File: config.mk
export PLATFORM = sky130hd
export DESIGN_NAME = sha256_byte_stream_hash_top_flat
export DESIGN_NICKNAME = d
export VERILOG_FILES = /design/src/hdl/sha256_pkg.sv /design/src/hdl/sha256_if.sv /design/src/hdl/sha256_sched.sv /design/src/hdl/sha256_round.sv /design/src/hdl/sha256_byte_stream_hash_top.sv /design/src/flat_wrapper.sv
export SDC_FILE = /design/constraint.sdc
export NUM_CORES = 2
export LEC_CHECK = 0
export BUFFER_PORTS_ARGS = -buffer_cell sky130_fd_sc_hd__buf_4
export CORE_UTILIZATION = 50
export CTS_BUF_LIST = sky130_fd_sc_hd__clkbuf_2
export CTS_CLUSTER_SIZE = 20
export DETAILED_ROUTE_END_ITERATION = 8
export PLACE_DENSITY_LB_ADDON = 0.15
export SETUP_SLACK_MARGIN = 0.4
export SYNTH_ARGS = -nofsm -noshare
export SYNTH_HDL_FRONTEND = slang
export SYNTH_SLANG_ARGS = --single-unit
File: constraint.sdc
create_clock -name i_clk -period 15.1 [get_ports i_clk]
set_input_delay 3.02 -clock i_clk [delete_from_list [all_inputs] [get_ports i_clk]]
set_output_delay 3.02 -clock i_clk [all_outputs]
set_load 0.03 [all_outputs]
File: src/hdl/sha256_pkg.sv
`timescale 1ns / 1ps
`default_nettype none
// ----------------------------------------------------------------------------
// sha256_pkg
// Shared types, constants and round functions for the SHA-256 byte hasher.
// ----------------------------------------------------------------------------
package sha256_pkg;

    typedef logic [31:0]       t_word;
    typedef logic [0:7][31:0]  t_hash;   // [0] = a / h0 ... [7] = h / h7
    typedef logic [0:15][31:0] t_win;    // [0] = oldest schedule word

    typedef struct packed {
        logic init;     // working vars <= chain
        logic step;     // one compression round
        logic fold;     // chain <= chain + working vars
        logic restart;  // chain <= initial value
    } t_rnd_ctl;

    typedef struct packed {
        logic push;     // shift one message byte in
        logic step;     // shift one schedule word in
    } t_win_ctl;

    localparam t_hash HASH_INIT = {
        32'h6a09e667, 32'hbb67ae85, 32'h3c6ef372, 32'ha54ff53a,
        32'h510e527f, 32'h9b05688c, 32'h1f83d9ab, 32'h5be0cd19
    };

    localparam logic [7:0] PAD_MARK  = 8'h80;
    localparam logic [5:0] LEN_START = 6'd56;
    localparam logic [5:0] LAST_RND  = 6'd63;

    localparam t_word K_ROUND [64] = '{
        32'h428a2f98, 32'h71374491, 32'hb5c0fbcf, 32'he9b5dba5,
        32'h3956c25b, 32'h59f111f1, 32'h923f82a4, 32'hab1c5ed5,
        32'hd807aa98, 32'h12835b01, 32'h243185be, 32'h550c7dc3,
        32'h72be5d74, 32'h80deb1fe, 32'h9bdc06a7, 32'hc19bf174,
        32'he49b69c1, 32'hefbe4786, 32'h0fc19dc6, 32'h240ca1cc,
        32'h2de92c6f, 32'h4a7484aa, 32'h5cb0a9dc, 32'h76f988da,
        32'h983e5152, 32'ha831c66d, 32'hb00327c8, 32'hbf597fc7,
        32'hc6e00bf3, 32'hd5a79147, 32'h06ca6351, 32'h14292967,
        32'h27b70a85, 32'h2e1b2138, 32'h4d2c6dfc, 32'h53380d13,
        32'h650a7354, 32'h766a0abb, 32'h81c2c92e, 32'h92722c85,
        32'ha2bfe8a1, 32'ha81a664b, 32'hc24b8b70, 32'hc76c51a3,
        32'hd192e819, 32'hd6990624, 32'hf40e3585, 32'h106aa070,
        32'h19a4c116, 32'h1e376c08, 32'h2748774c, 32'h34b0bcb5,
        32'h391c0cb3, 32'h4ed8aa4a, 32'h5b9cca4f, 32'h682e6ff3,
        32'h748f82ee, 32'h78a5636f, 32'h84c87814, 32'h8cc70208,
        32'h90befffa, 32'ha4506ceb, 32'hbef9a3f7, 32'hc67178f2
    };

    function automatic t_word big_sig0(input t_word x);
        return {x[1:0], x[31:2]} ^ {x[12:0], x[31:13]} ^ {x[21:0], x[31:22]};
    endfunction

    function automatic t_word big_sig1(input t_word x);
        return {x[5:0], x[31:6]} ^ {x[10:0], x[31:11]} ^ {x[24:0], x[31:25]};
    endfunction

    function automatic t_word small_sig0(input t_word x);
        return {x[6:0], x[31:7]} ^ {x[17:0], x[31:18]} ^ {3'b000, x[31:3]};
    endfunction

    function automatic t_word small_sig1(input t_word x);
        return {x[16:0], x[31:17]} ^ {x[18:0], x[31:19]} ^ {10'd0, x[31:10]};
    endfunction

endpackage
`default_nettype wire

File: src/hdl/sha256_if.sv
`timescale 1ns / 1ps
`default_nettype none
// ----------------------------------------------------------------------------
// sha256_if
// Valid/ready channels: message bytes in, digest words out.
// ----------------------------------------------------------------------------
interface sha256_byte_if;
    logic       valid;
    logic       ready;
    logic [7:0] data_byte;
    logic       byte_valid;
    logic       msg_end;

    modport source (output valid, data_byte, byte_valid, msg_end, input ready);
    modport sink   (input valid, data_byte, byte_valid, msg_end, output ready);
endinterface

interface sha256_digest_if;
    logic        valid;
    logic        ready;
    logic [63:0] digest_word;
    logic        digest_last;

    modport source (output valid, digest_word, digest_last, input ready);
    modport sink   (input valid, digest_word, digest_last, output ready);
endinterface
`default_nettype wire

File: src/hdl/sha256_sched.sv
`timescale 1ns / 1ps
`default_nettype none
// ----------------------------------------------------------------------------
// sha256_sched
// Block buffer and message schedule: a 16-word shift line that gathers the
// message bytes and then expands them one schedule word per round.
// ----------------------------------------------------------------------------
module sha256_sched (
    input  wire                        i_clk,
    input  wire sha256_pkg::t_win_ctl  i_ctl,
    input  wire  [7:0]                 i_byte,
    output sha256_pkg::t_word          o_w
);

    sha256_pkg::t_win  r_win;
    sha256_pkg::t_win  n_win;
    sha256_pkg::t_word w_new;
    logic [511:0]      win_flat;

    assign win_flat = r_win;
    assign w_new = sha256_pkg::small_sig1(r_win[14]) + r_win[9]
                 + sha256_pkg::small_sig0(r_win[1]) + r_win[0];
    assign o_w = r_win[0];

    always_comb begin
        n_win = r_win;
        if (i_ctl.push) begin
            n_win = {win_flat[503:0], i_byte};
        end else if (i_ctl.step) begin
            n_win = {win_flat[479:0], w_new};
        end
    end

    always_ff @(posedge i_clk) begin
        r_win <= n_win;
    end

endmodule
`default_nettype wire

File: src/hdl/sha256_round.sv
`timescale 1ns / 1ps
`default_nettype none
// ----------------------------------------------------------------------------
// sha256_round
// Shared compression round with working variables and chaining words.
// ----------------------------------------------------------------------------
module sha256_round (
    input  wire                        i_clk,
    input  wire                        i_rst_n,
    input  wire sha256_pkg::t_rnd_ctl  i_ctl,
    input  wire  [5:0]                 i_round,
    input  wire sha256_pkg::t_word     i_w,
    output sha256_pkg::t_hash          o_chain
);

    sha256_pkg::t_hash r_work;
    sha256_pkg::t_hash n_work;
    sha256_pkg::t_hash r_chain;
    sha256_pkg::t_hash n_chain;
    sha256_pkg::t_word t1;
    sha256_pkg::t_word t2;
    sha256_pkg::t_word ch;
    sha256_pkg::t_word mj;

    assign ch = (r_work[4] & r_work[5]) ^ (~r_work[4] & r_work[6]);
    assign mj = (r_work[0] & r_work[1]) ^ (r_work[0] & r_work[2])
              ^ (r_work[1] & r_work[2]);
    assign t1 = r_work[7] + sha256_pkg::big_sig1(r_work[4]) + ch
              + sha256_pkg::K_ROUND[i_round] + i_w;
    assign t2 = sha256_pkg::big_sig0(r_work[0]) + mj;
    assign o_chain = r_chain;

    always_comb begin
        n_work  = r_work;
        n_chain = r_chain;
        if (i_ctl.init) begin
            n_work = r_chain;
        end else if (i_ctl.step) begin
            n_work[0] = t1 + t2;
            n_work[1] = r_work[0];
            n_work[2] = r_work[1];
            n_work[3] = r_work[2];
            n_work[4] = r_work[3] + t1;
            n_work[5] = r_work[4];
            n_work[6] = r_work[5];
            n_work[7] = r_work[6];
        end
        if (i_ctl.restart) begin
            n_chain = sha256_pkg::HASH_INIT;
        end else if (i_ctl.fold) begin
            for (int i = 0; i < 8; i++) begin
                n_chain[i] = r_chain[i] + r_work[i];
            end
        end
    end

    always_ff @(posedge i_clk) begin
        r_work <= n_work;
    end

    always_ff @(posedge i_clk) begin
        if (!i_rst_n) begin
            r_chain <= sha256_pkg::HASH_INIT;
        end else begin
            r_chain <= n_chain;
        end
    end

endmodule
`default_nettype wire

File: src/hdl/sha256_byte_stream_hash_top.sv
`timescale 1ns / 1ps
`default_nettype none
// ----------------------------------------------------------------------------
// sha256_byte_stream_hash_top
// SHA-256 of a byte stream: one message byte per input transaction, the
// 256-bit digest as four 64-bit output transactions (h0/h1 first).
//
// i_byte carries data_byte, byte_valid and msg_end; o_digest carries
// digest_word and digest_last (set on the fourth word).
// A byte that does not complete a 64-byte block is shifted into the buffer.
// A byte that completes one holds off new bytes while the working variables
// are loaded, 64 rounds run through the single round unit and a fold
// follows. On msg_end the padding bytes are pushed one per cycle (1 to 64 of
// them plus the 8 length bytes), with a compression per full block; then the
// four words enter the output register one per cycle while it is free.
// Reset restores the initial chaining value and clears the byte count and
// fill level. A stalled receiver holds the output register; the block keeps
// taking new bytes once the last word is loaded, but waits before loading a
// word while the previous one is still untaken.
// ----------------------------------------------------------------------------
module sha256_byte_stream_hash_top (
    input  wire              i_clk,
    input  wire              i_rst_n,
    sha256_byte_if.sink      i_byte,
    sha256_digest_if.source  o_digest
);

    typedef enum logic [4:0] {
        S_IDLE = 5'b00001,
        S_PAD  = 5'b00010,
        S_COMP = 5'b00100,
        S_FOLD = 5'b01000,
        S_OUT  = 5'b10000
    } t_state;

    t_state       r_state, n_state;
    t_state       r_after, n_after;
    logic [5:0]   r_fill, n_fill;
    logic [60:0]  r_total, n_total;
    logic [63:0]  r_len, n_len;
    logic         r_mark, n_mark;
    logic         r_len_phase, n_len_phase;
    logic [2:0]   r_len_cnt, n_len_cnt;
    logic [5:0]   r_round, n_round;
    logic [1:0]   r_oidx, n_oidx;
    logic         r_out_valid, n_out_valid;
    logic [63:0]  r_out_word, n_out_word;
    logic         r_out_last, n_out_last;

    sha256_pkg::t_rnd_ctl rnd_ctl;
    sha256_pkg::t_win_ctl win_ctl;
    logic [7:0]           push_byte;
    sha256_pkg::t_word    sched_w;
    sha256_pkg::t_hash    chain;
    logic                 in_fire;
    logic [5:0]           fill_inc;
    logic [60:0]          total_after;
    logic                 last_len;

    assign i_byte.ready         = (r_state == S_IDLE);
    assign in_fire              = i_byte.valid && i_byte.ready;
    assign fill_inc             = r_fill + 6'd1;
    assign total_after          = r_total + {60'd0, i_byte.byte_valid};
    assign last_len             = !r_mark && r_len_phase && (r_len_cnt == 3'd7);
    assign o_digest.valid       = r_out_valid;
    assign o_digest.digest_word = r_out_word;
    assign o_digest.digest_last = r_out_last;

    always_comb begin
        n_state     = r_state;
        n_after     = r_after;
        n_fill      = r_fill;
        n_total     = r_total;
        n_len       = r_len;
        n_mark      = r_mark;
        n_len_phase = r_len_phase;
        n_len_cnt   = r_len_cnt;
        n_round     = r_round;
        n_oidx      = r_oidx;
        n_out_valid = r_out_valid;
        n_out_word  = r_out_word;
        n_out_last  = r_out_last;
        rnd_ctl     = '0;
        win_ctl     = '0;
        push_byte   = i_byte.data_byte;

        if (o_digest.ready) begin
            n_out_valid = 1'b0;
        end

        case (r_state)
            S_IDLE: begin
                if (in_fire) begin
                    if (i_byte.byte_valid) begin
                        win_ctl.push = 1'b1;
                        n_total      = total_after;
                        n_fill       = fill_inc;
                    end
                    if (i_byte.msg_end) begin
                        n_mark      = 1'b1;
                        n_len_phase = 1'b0;
                        n_len_cnt   = 3'd0;
                        n_len       = {total_after, 3'b000};
                    end
                    if (i_byte.byte_valid && fill_inc == 6'd0) begin
                        rnd_ctl.init = 1'b1;
                        n_round      = 6'd0;
                        n_state      = S_COMP;
                        n_after      = i_byte.msg_end ? S_PAD : S_IDLE;
                    end else if (i_byte.msg_end) begin
                        n_state = S_PAD;
                    end
                end
            end
            S_PAD: begin
                win_ctl.push = 1'b1;
                n_fill       = fill_inc;
                if (r_mark) begin
                    push_byte = sha256_pkg::PAD_MARK;
                    n_mark    = 1'b0;
                end else if (r_len_phase) begin
                    push_byte = r_len[63:56];
                    n_len     = {r_len[55:0], 8'd0};
                    n_len_cnt = r_len_cnt + 3'd1;
                end else begin
                    push_byte = 8'd0;
                end
                if (!r_len_phase && fill_inc == sha256_pkg::LEN_START) begin
                    n_len_phase = 1'b1;
                end
                if (last_len) begin
                    n_len_phase = 1'b0;
                end
                if (fill_inc == 6'd0) begin
                    rnd_ctl.init = 1'b1;
                    n_round      = 6'd0;
                    n_state      = S_COMP;
                    n_after      = last_len ? S_OUT : S_PAD;
                end
            end
            S_COMP: begin
                rnd_ctl.step = 1'b1;
                win_ctl.step = 1'b1;
                n_round      = r_round + 6'd1;
                if (r_round == sha256_pkg::LAST_RND) begin
                    n_state = S_FOLD;
                end
            end
            S_FOLD: begin
                rnd_ctl.fold = 1'b1;
                n_oidx       = 2'd0;
                n_state      = r_after;
            end
            S_OUT: begin
                if (!r_out_valid || o_digest.ready) begin
                    n_out_valid = 1'b1;
                    n_out_word  = {chain[{r_oidx, 1'b0}], chain[{r_oidx, 1'b1}]};
                    n_out_last  = (r_oidx == 2'd3);
                    n_oidx      = r_oidx + 2'd1;
                    if (r_oidx == 2'd3) begin
                        rnd_ctl.restart = 1'b1;
                        n_total         = '0;
                        n_fill          = 6'd0;
                        n_state         = S_IDLE;
                    end
                end
            end
            default: begin
                n_state = S_IDLE;
            end
        endcase
    end

    always_ff @(posedge i_clk) begin
        if (!i_rst_n) begin
            r_state     <= S_IDLE;
            r_fill      <= 6'd0;
            r_total     <= '0;
            r_mark      <= 1'b0;
            r_len_phase <= 1'b0;
            r_len_cnt   <= 3'd0;
            r_round     <= 6'd0;
            r_oidx      <= 2'd0;
            r_out_valid <= 1'b0;
        end else begin
            r_state     <= n_state;
            r_fill      <= n_fill;
            r_total     <= n_total;
            r_mark      <= n_mark;
            r_len_phase <= n_len_phase;
            r_len_cnt   <= n_len_cnt;
            r_round     <= n_round;
            r_oidx      <= n_oidx;
            r_out_valid <= n_out_valid;
        end
    end

    always_ff @(posedge i_clk) begin
        r_after    <= n_after;
        r_len      <= n_len;
        r_out_word <= n_out_word;
        r_out_last <= n_out_last;
    end

    sha256_sched u_sched (
        .i_clk  (i_clk),
        .i_ctl  (win_ctl),
        .i_byte (push_byte),
        .o_w    (sched_w)
    );

    sha256_round u_round (
        .i_clk   (i_clk),
        .i_rst_n (i_rst_n),
        .i_ctl   (rnd_ctl),
        .i_round (r_round),
        .i_w     (sched_w),
        .o_chain (chain)
    );

`ifndef NO_ASSERTIONS
    a_out_on_block_edge: assert property (@(posedge i_clk) disable iff (!i_rst_n)
        (r_state == S_OUT) |-> (r_fill == 6'd0))
        else $error("digest read out with a partial block pending");

    a_round_advance: assert property (@(posedge i_clk) disable iff (!i_rst_n)
        (r_state == S_COMP && r_round != sha256_pkg::LAST_RND)
        |=> (r_state == S_COMP && r_round == $past(r_round) + 6'd1))
        else $error("compression round sequence broken");

    a_len_position: assert property (@(posedge i_clk) disable iff (!i_rst_n)
        (r_state == S_PAD && r_len_phase) |-> (r_fill >= sha256_pkg::LEN_START))
        else $error("length bytes placed before offset 56");
`endif

endmodule
`default_nettype wire

File: src/flat_wrapper.sv
// flat-port wrapper written by rule: the top's interface ports become plain ports
module sha256_byte_stream_hash_top_flat 
  (i_clk, i_rst_n, i_byte_valid, i_byte_data_byte, i_byte_byte_valid, i_byte_msg_end, i_byte_ready, o_digest_valid, o_digest_digest_word, o_digest_digest_last, o_digest_ready);
  sha256_byte_if i_byte_i ();
  sha256_digest_if o_digest_i ();
  input  wire i_clk;
  input  wire i_rst_n;
  input wire logic [$bits(i_byte_i.valid)-1:0] i_byte_valid;
  input wire logic [$bits(i_byte_i.data_byte)-1:0] i_byte_data_byte;
  input wire logic [$bits(i_byte_i.byte_valid)-1:0] i_byte_byte_valid;
  input wire logic [$bits(i_byte_i.msg_end)-1:0] i_byte_msg_end;
  output wire logic [$bits(i_byte_i.ready)-1:0] i_byte_ready;
  output wire logic [$bits(o_digest_i.valid)-1:0] o_digest_valid;
  output wire logic [$bits(o_digest_i.digest_word)-1:0] o_digest_digest_word;
  output wire logic [$bits(o_digest_i.digest_last)-1:0] o_digest_digest_last;
  input wire logic [$bits(o_digest_i.ready)-1:0] o_digest_ready;
  assign i_byte_i.valid = i_byte_valid;
  assign i_byte_i.data_byte = i_byte_data_byte;
  assign i_byte_i.byte_valid = i_byte_byte_valid;
  assign i_byte_i.msg_end = i_byte_msg_end;
  assign i_byte_ready = i_byte_i.ready;
  assign o_digest_valid = o_digest_i.valid;
  assign o_digest_digest_word = o_digest_i.digest_word;
  assign o_digest_digest_last = o_digest_i.digest_last;
  assign o_digest_i.ready = o_digest_ready;
  sha256_byte_stream_hash_top u_core (.i_clk(i_clk), .i_rst_n(i_rst_n), .i_byte(i_byte_i), .o_digest(o_digest_i));
endmodule
==> flow_metrics.tcl <==
set metrics [dict create \
    clockPowerShare_pct 13.2 \
    clock_sinks 1239 \
    powerDensity_mw_per_mm2 219 \
    grt_pass1_vias 62800 \
    drv_cap 0 \
    io_pins 81 \
    syn_to_final_growth_pct 6.19 \
    synth.most_common_cell "nand2_1" \
    internal-power_mw 10.1 \
    synthSimpleGateAreaFrac_pct 19.3 \
    drtAntennaViolNets 0 \
    place_congestion 0.983 \
    max_freq_mhz 94.1 \
    clockRootBuffer "clkbuf_2" \
    min-delay-path-class "reg -> reg" \
    post-route-min-period_ps 10630 \
    ir_drop_mv 0.352 \
    dr_total_vias 66900 \
    cts.htree.levels 5 \
    grt_max_degree 229 \
    die_h_um 403 \
    dieArea_mm2 0.162 \
    cp-start-kind "flop" \
    finalWirelength_mm 263 \
    seqCellArea_mm2 0.0338 \
    synth_common_cells "nand2_1 (2,642), edfxtp_1 (897), a21oi_1 (536)" \
    syn-cell-area_mm2 0.0804 \
    yosys_warnings 0 \
    max_slew_margin_pct 8.62 \
    fin_area_mm2 0.0854 \
    reg2reg_depth 37 \
    synth_top_area_cell "edfxtp_1" \
    ys_ff_latch 1239 \
    worst-endpoint-arrival_ps 12060 \
    rsz0062_at_grt "false" \
    comb_power_share_pct 57.8 \
    hold_depth 2 \
    yosysTopAreaCellShare_pct 33.5 \
    crit_type "reg -> reg" \
    cts_resized 0 \
    rows 146 \
    initial_core_util_pct 50.6 \
    slowest_delay_ps 820 \
    wl_per_cell_um 23.2 \
    clkLatencyLatePin_ps 1800 \
    tightest_slew_ps 1360 \
    end_kind "flop" \
    cts_tree "done" \
    die_x_um 403 \
    drv_slew 0 \
    r2r-end "u_core.u_round.r_work[255]" \
    synth_top_family_by_area "simple AND/OR/NAND/NOR gates" \
    p_sw_share_pct 46.1 \
    cts_setup_buffers 0 \
    hold_viol 0 \
    multi_input_area_mm2 0.0432 \
    synthesis.nets 9615 \
    avgSynthCellArea_um2 8.93 \
    hold_end "u_core.u_sched.r_win[333]" \
    ys_top_cells_by_area "edfxtp_1 (33%), nand2_1 (12%), dfxtp_1 (8.5%)" \
    ys_seq_area_share_pct 42.0 \
    fin_skew_ps 179 \
    io_buffer_count 80 \
    ys_async_sr_fraction_pct 0 \
    status "completed" \
    core_area_mm2 0.159 \
    fin_nets 9592 \
    timing.rr.start "u_core.r_round[0]" \
    grt-ovfl-total 0 \
    drc 0 \
    path_clk_slew_ps 110 \
    numCtsBuffers 352 \
    antenna_found_initial 14 \
    syn_inst 9006 \
    static-leakage-power_nw 35.6 \
    synth-xor-area-share_pct 6.51 \
    viasPerCell 5.91 \
    setup_tns_ps 0 \
    seq_power_share_pct 29.0 \
    first_iter_violations 7614 \
    cts_buffer_depth 4 \
    grt_pass1_wl_mm 391 \
    min-delay-start "u_core.u_sched.r_win[301]" \
    hpwl_mm 190 \
    critPathRequiredTime_ps 16530 \
    yosys.area_share.adder_pct 11.1 \
    synth_cell_types 99 \
    synth_edf_count 897 \
    switchingPower_mw 8.64 \
    synth_ff_type "edfxtp_1" \
    n_fill_cell 14700 \
    cts_hold_buf 0 \
    grt_usage_pct 31.8 \
    dr.pass1.iters 8 \
    drive_above_1_share_pct 9.07 \
    setup_viol 0 \
    post-route-period-util_pct 70.4 \
    reg2reg_slack_ps 4470 \
    placed_cell_area_mm2 0.0823 \
    synth_compound_area_share_pct 14.3 \
    path_max_fanout 33 \
    muxShareOfSynthArea_pct 2.48 \
    critPathSlowestCell "ha_1" \
]
## per-stage QoR
stage / util [%] / cells / worst slack (ps) / total power, mW / hold WS (ps)
after floorplan: - / 9006 / 4230 / 13.1 / 445
after global placement: 51.8 / 10700 / 4680 / 16.0 / 456
after detailed placement: 51.8 / 10700 / 4700 / 16.1 / 465
after CTS: 53.7 / 11300 / 4630 / 18.6 / 448
after global routing: 53.7 / 11300 / 3890 / 20.1 / 496
final: 53.7 / 11300 / 4470 / 18.7 / 454
## flip-flops by register name, summed over array words and instances, names as in the netlist, 5 cells and up
| register | cells |
|---|---|
| u_core.r_round | 6 |
| u_core.r_total | 61 |
| u_core.u_sched.r_win | 480 |
| u_core.u_sched.o_w | 32 |
| u_core.u_round.r_work | 256 |
| u_core.r_len | 61 |
| u_core.o_digest.digest_word | 64 |
| u_core.u_round.o_chain | 256 |
| u_core.r_fill | 6 |
| u_core.r_state | 5 |
## layout make-up
type	instances	area share, %
diodes	13	0.0381
clock buffers	524	3.07
clock inverters	90	0.453
inverters	404	1.79
multi-input cells	6835	50.6
flip-flops and latches	1239	39.6
well taps	2072	3.04
repair buffers	151	1.43
## how the worst max path moves through the flow
stage                           start                          to  slack [ps]  cells after the start
global route        u_core.r_round[0]  u_core.u_round.r_work[255]        3890                     37
CTS                 u_core.r_round[0]  u_core.u_round.r_work[255]        4630                     37
global placement    u_core.r_round[0]  u_core.u_round.r_work[255]        4680                     37
floorplan                i_byte_valid       u_core.u_sched.o_w[0]        4230                      6
finish              u_core.r_round[0]  u_core.u_round.r_work[255]        4470                     37
detailed placement  u_core.r_round[0]  u_core.u_round.r_work[255]        4700                     37
## metal layers
layer | up-vias | wire (um) | track usage [%]
met3 | 404 | 24100 | 5.56
met5 | - | 15 | 0
met4 | 2 | 7460 | 10.1
met2 | 2890 | 114000 | 47.1
met1 | 32400 | 117000 | 46.9
li1 | 31200 | - | -
## power by group through the flow
| stage | combinational (mW) | clock (mW) | sequential [mW] |
|---|---|---|---|
| after floorplan | 7.79 | 0 | 5.32 |
| final | 10.8 | 2.47 | 5.43 |
| after CTS | 10.7 | 2.54 | 5.42 |
| after global routing | 12.0 | 2.69 | 5.48 |
| after global placement | 10.5 | 0 | 5.49 |
| after detailed placement | 10.6 | 0 | 5.49 |
## cells in the final DEF, fill, tap and decap left out, types with 40 or more instances in the layout
master | Yosys | layout
a211oi_1 | 74 | 74
a21o_1 | 167 | 167
a21oi_1 | 536 | 536
and2_1 | 41 | 40
and3_1 | 43 | 42
buf_4 | 0 | 144
clkbuf_2 | 0 | 524
clkinv_1 | 3 | 73
dfxtp_1 | 342 | 336
edfxtp_1 | 897 | 897
fa_1 | 195 | 195
ha_1 | 400 | 400
inv_1 | 400 | 398
mux2i_1 | 42 | 42
mux4_2 | 67 | 67
nand2_1 | 2642 | 2637
nand2b_1 | 65 | 65
nand3_1 | 139 | 138
nand4_1 | 40 | 40
nor2_1 | 341 | 340
nor2b_1 | 124 | 124
nor3_1 | 142 | 142
o211ai_1 | 100 | 100
o21a_1 | 63 | 63
o21ai_0 | 478 | 478
o21bai_1 | 46 | 46
xnor2_1 | 384 | 384
xor2_1 | 212 | 212
## kinds of logic (layout without fill, tap and decap cells)
logic type | count (synthesis) | after routing
compound gates | 1818 | 1818
buf+inv | 932 | 1169
fa+ha+maj | 598 | 598
other cells | 0 | 13
mux | 115 | 115
flops | 1239 | 1239
simple gates | 3707 | 3707
xor+xnor | 597 | 597
## worst max-delay path, delay by kind of cell (launching register included)
| kind | cells | cell delay (ps) |
|---|---|---|
| DFF | 1 | 320 |
| buffers and inverters | 6 | 1050 |
| xor gates and xnor gates | 2 | 660 |
| adders and majority gates | 7 | 3060 |
| AOI/OAI and AO/OA | 16 | 4030 |
| and+or+nand+nor | 6 | 1210 |
(Power assumes the default switching activity.)
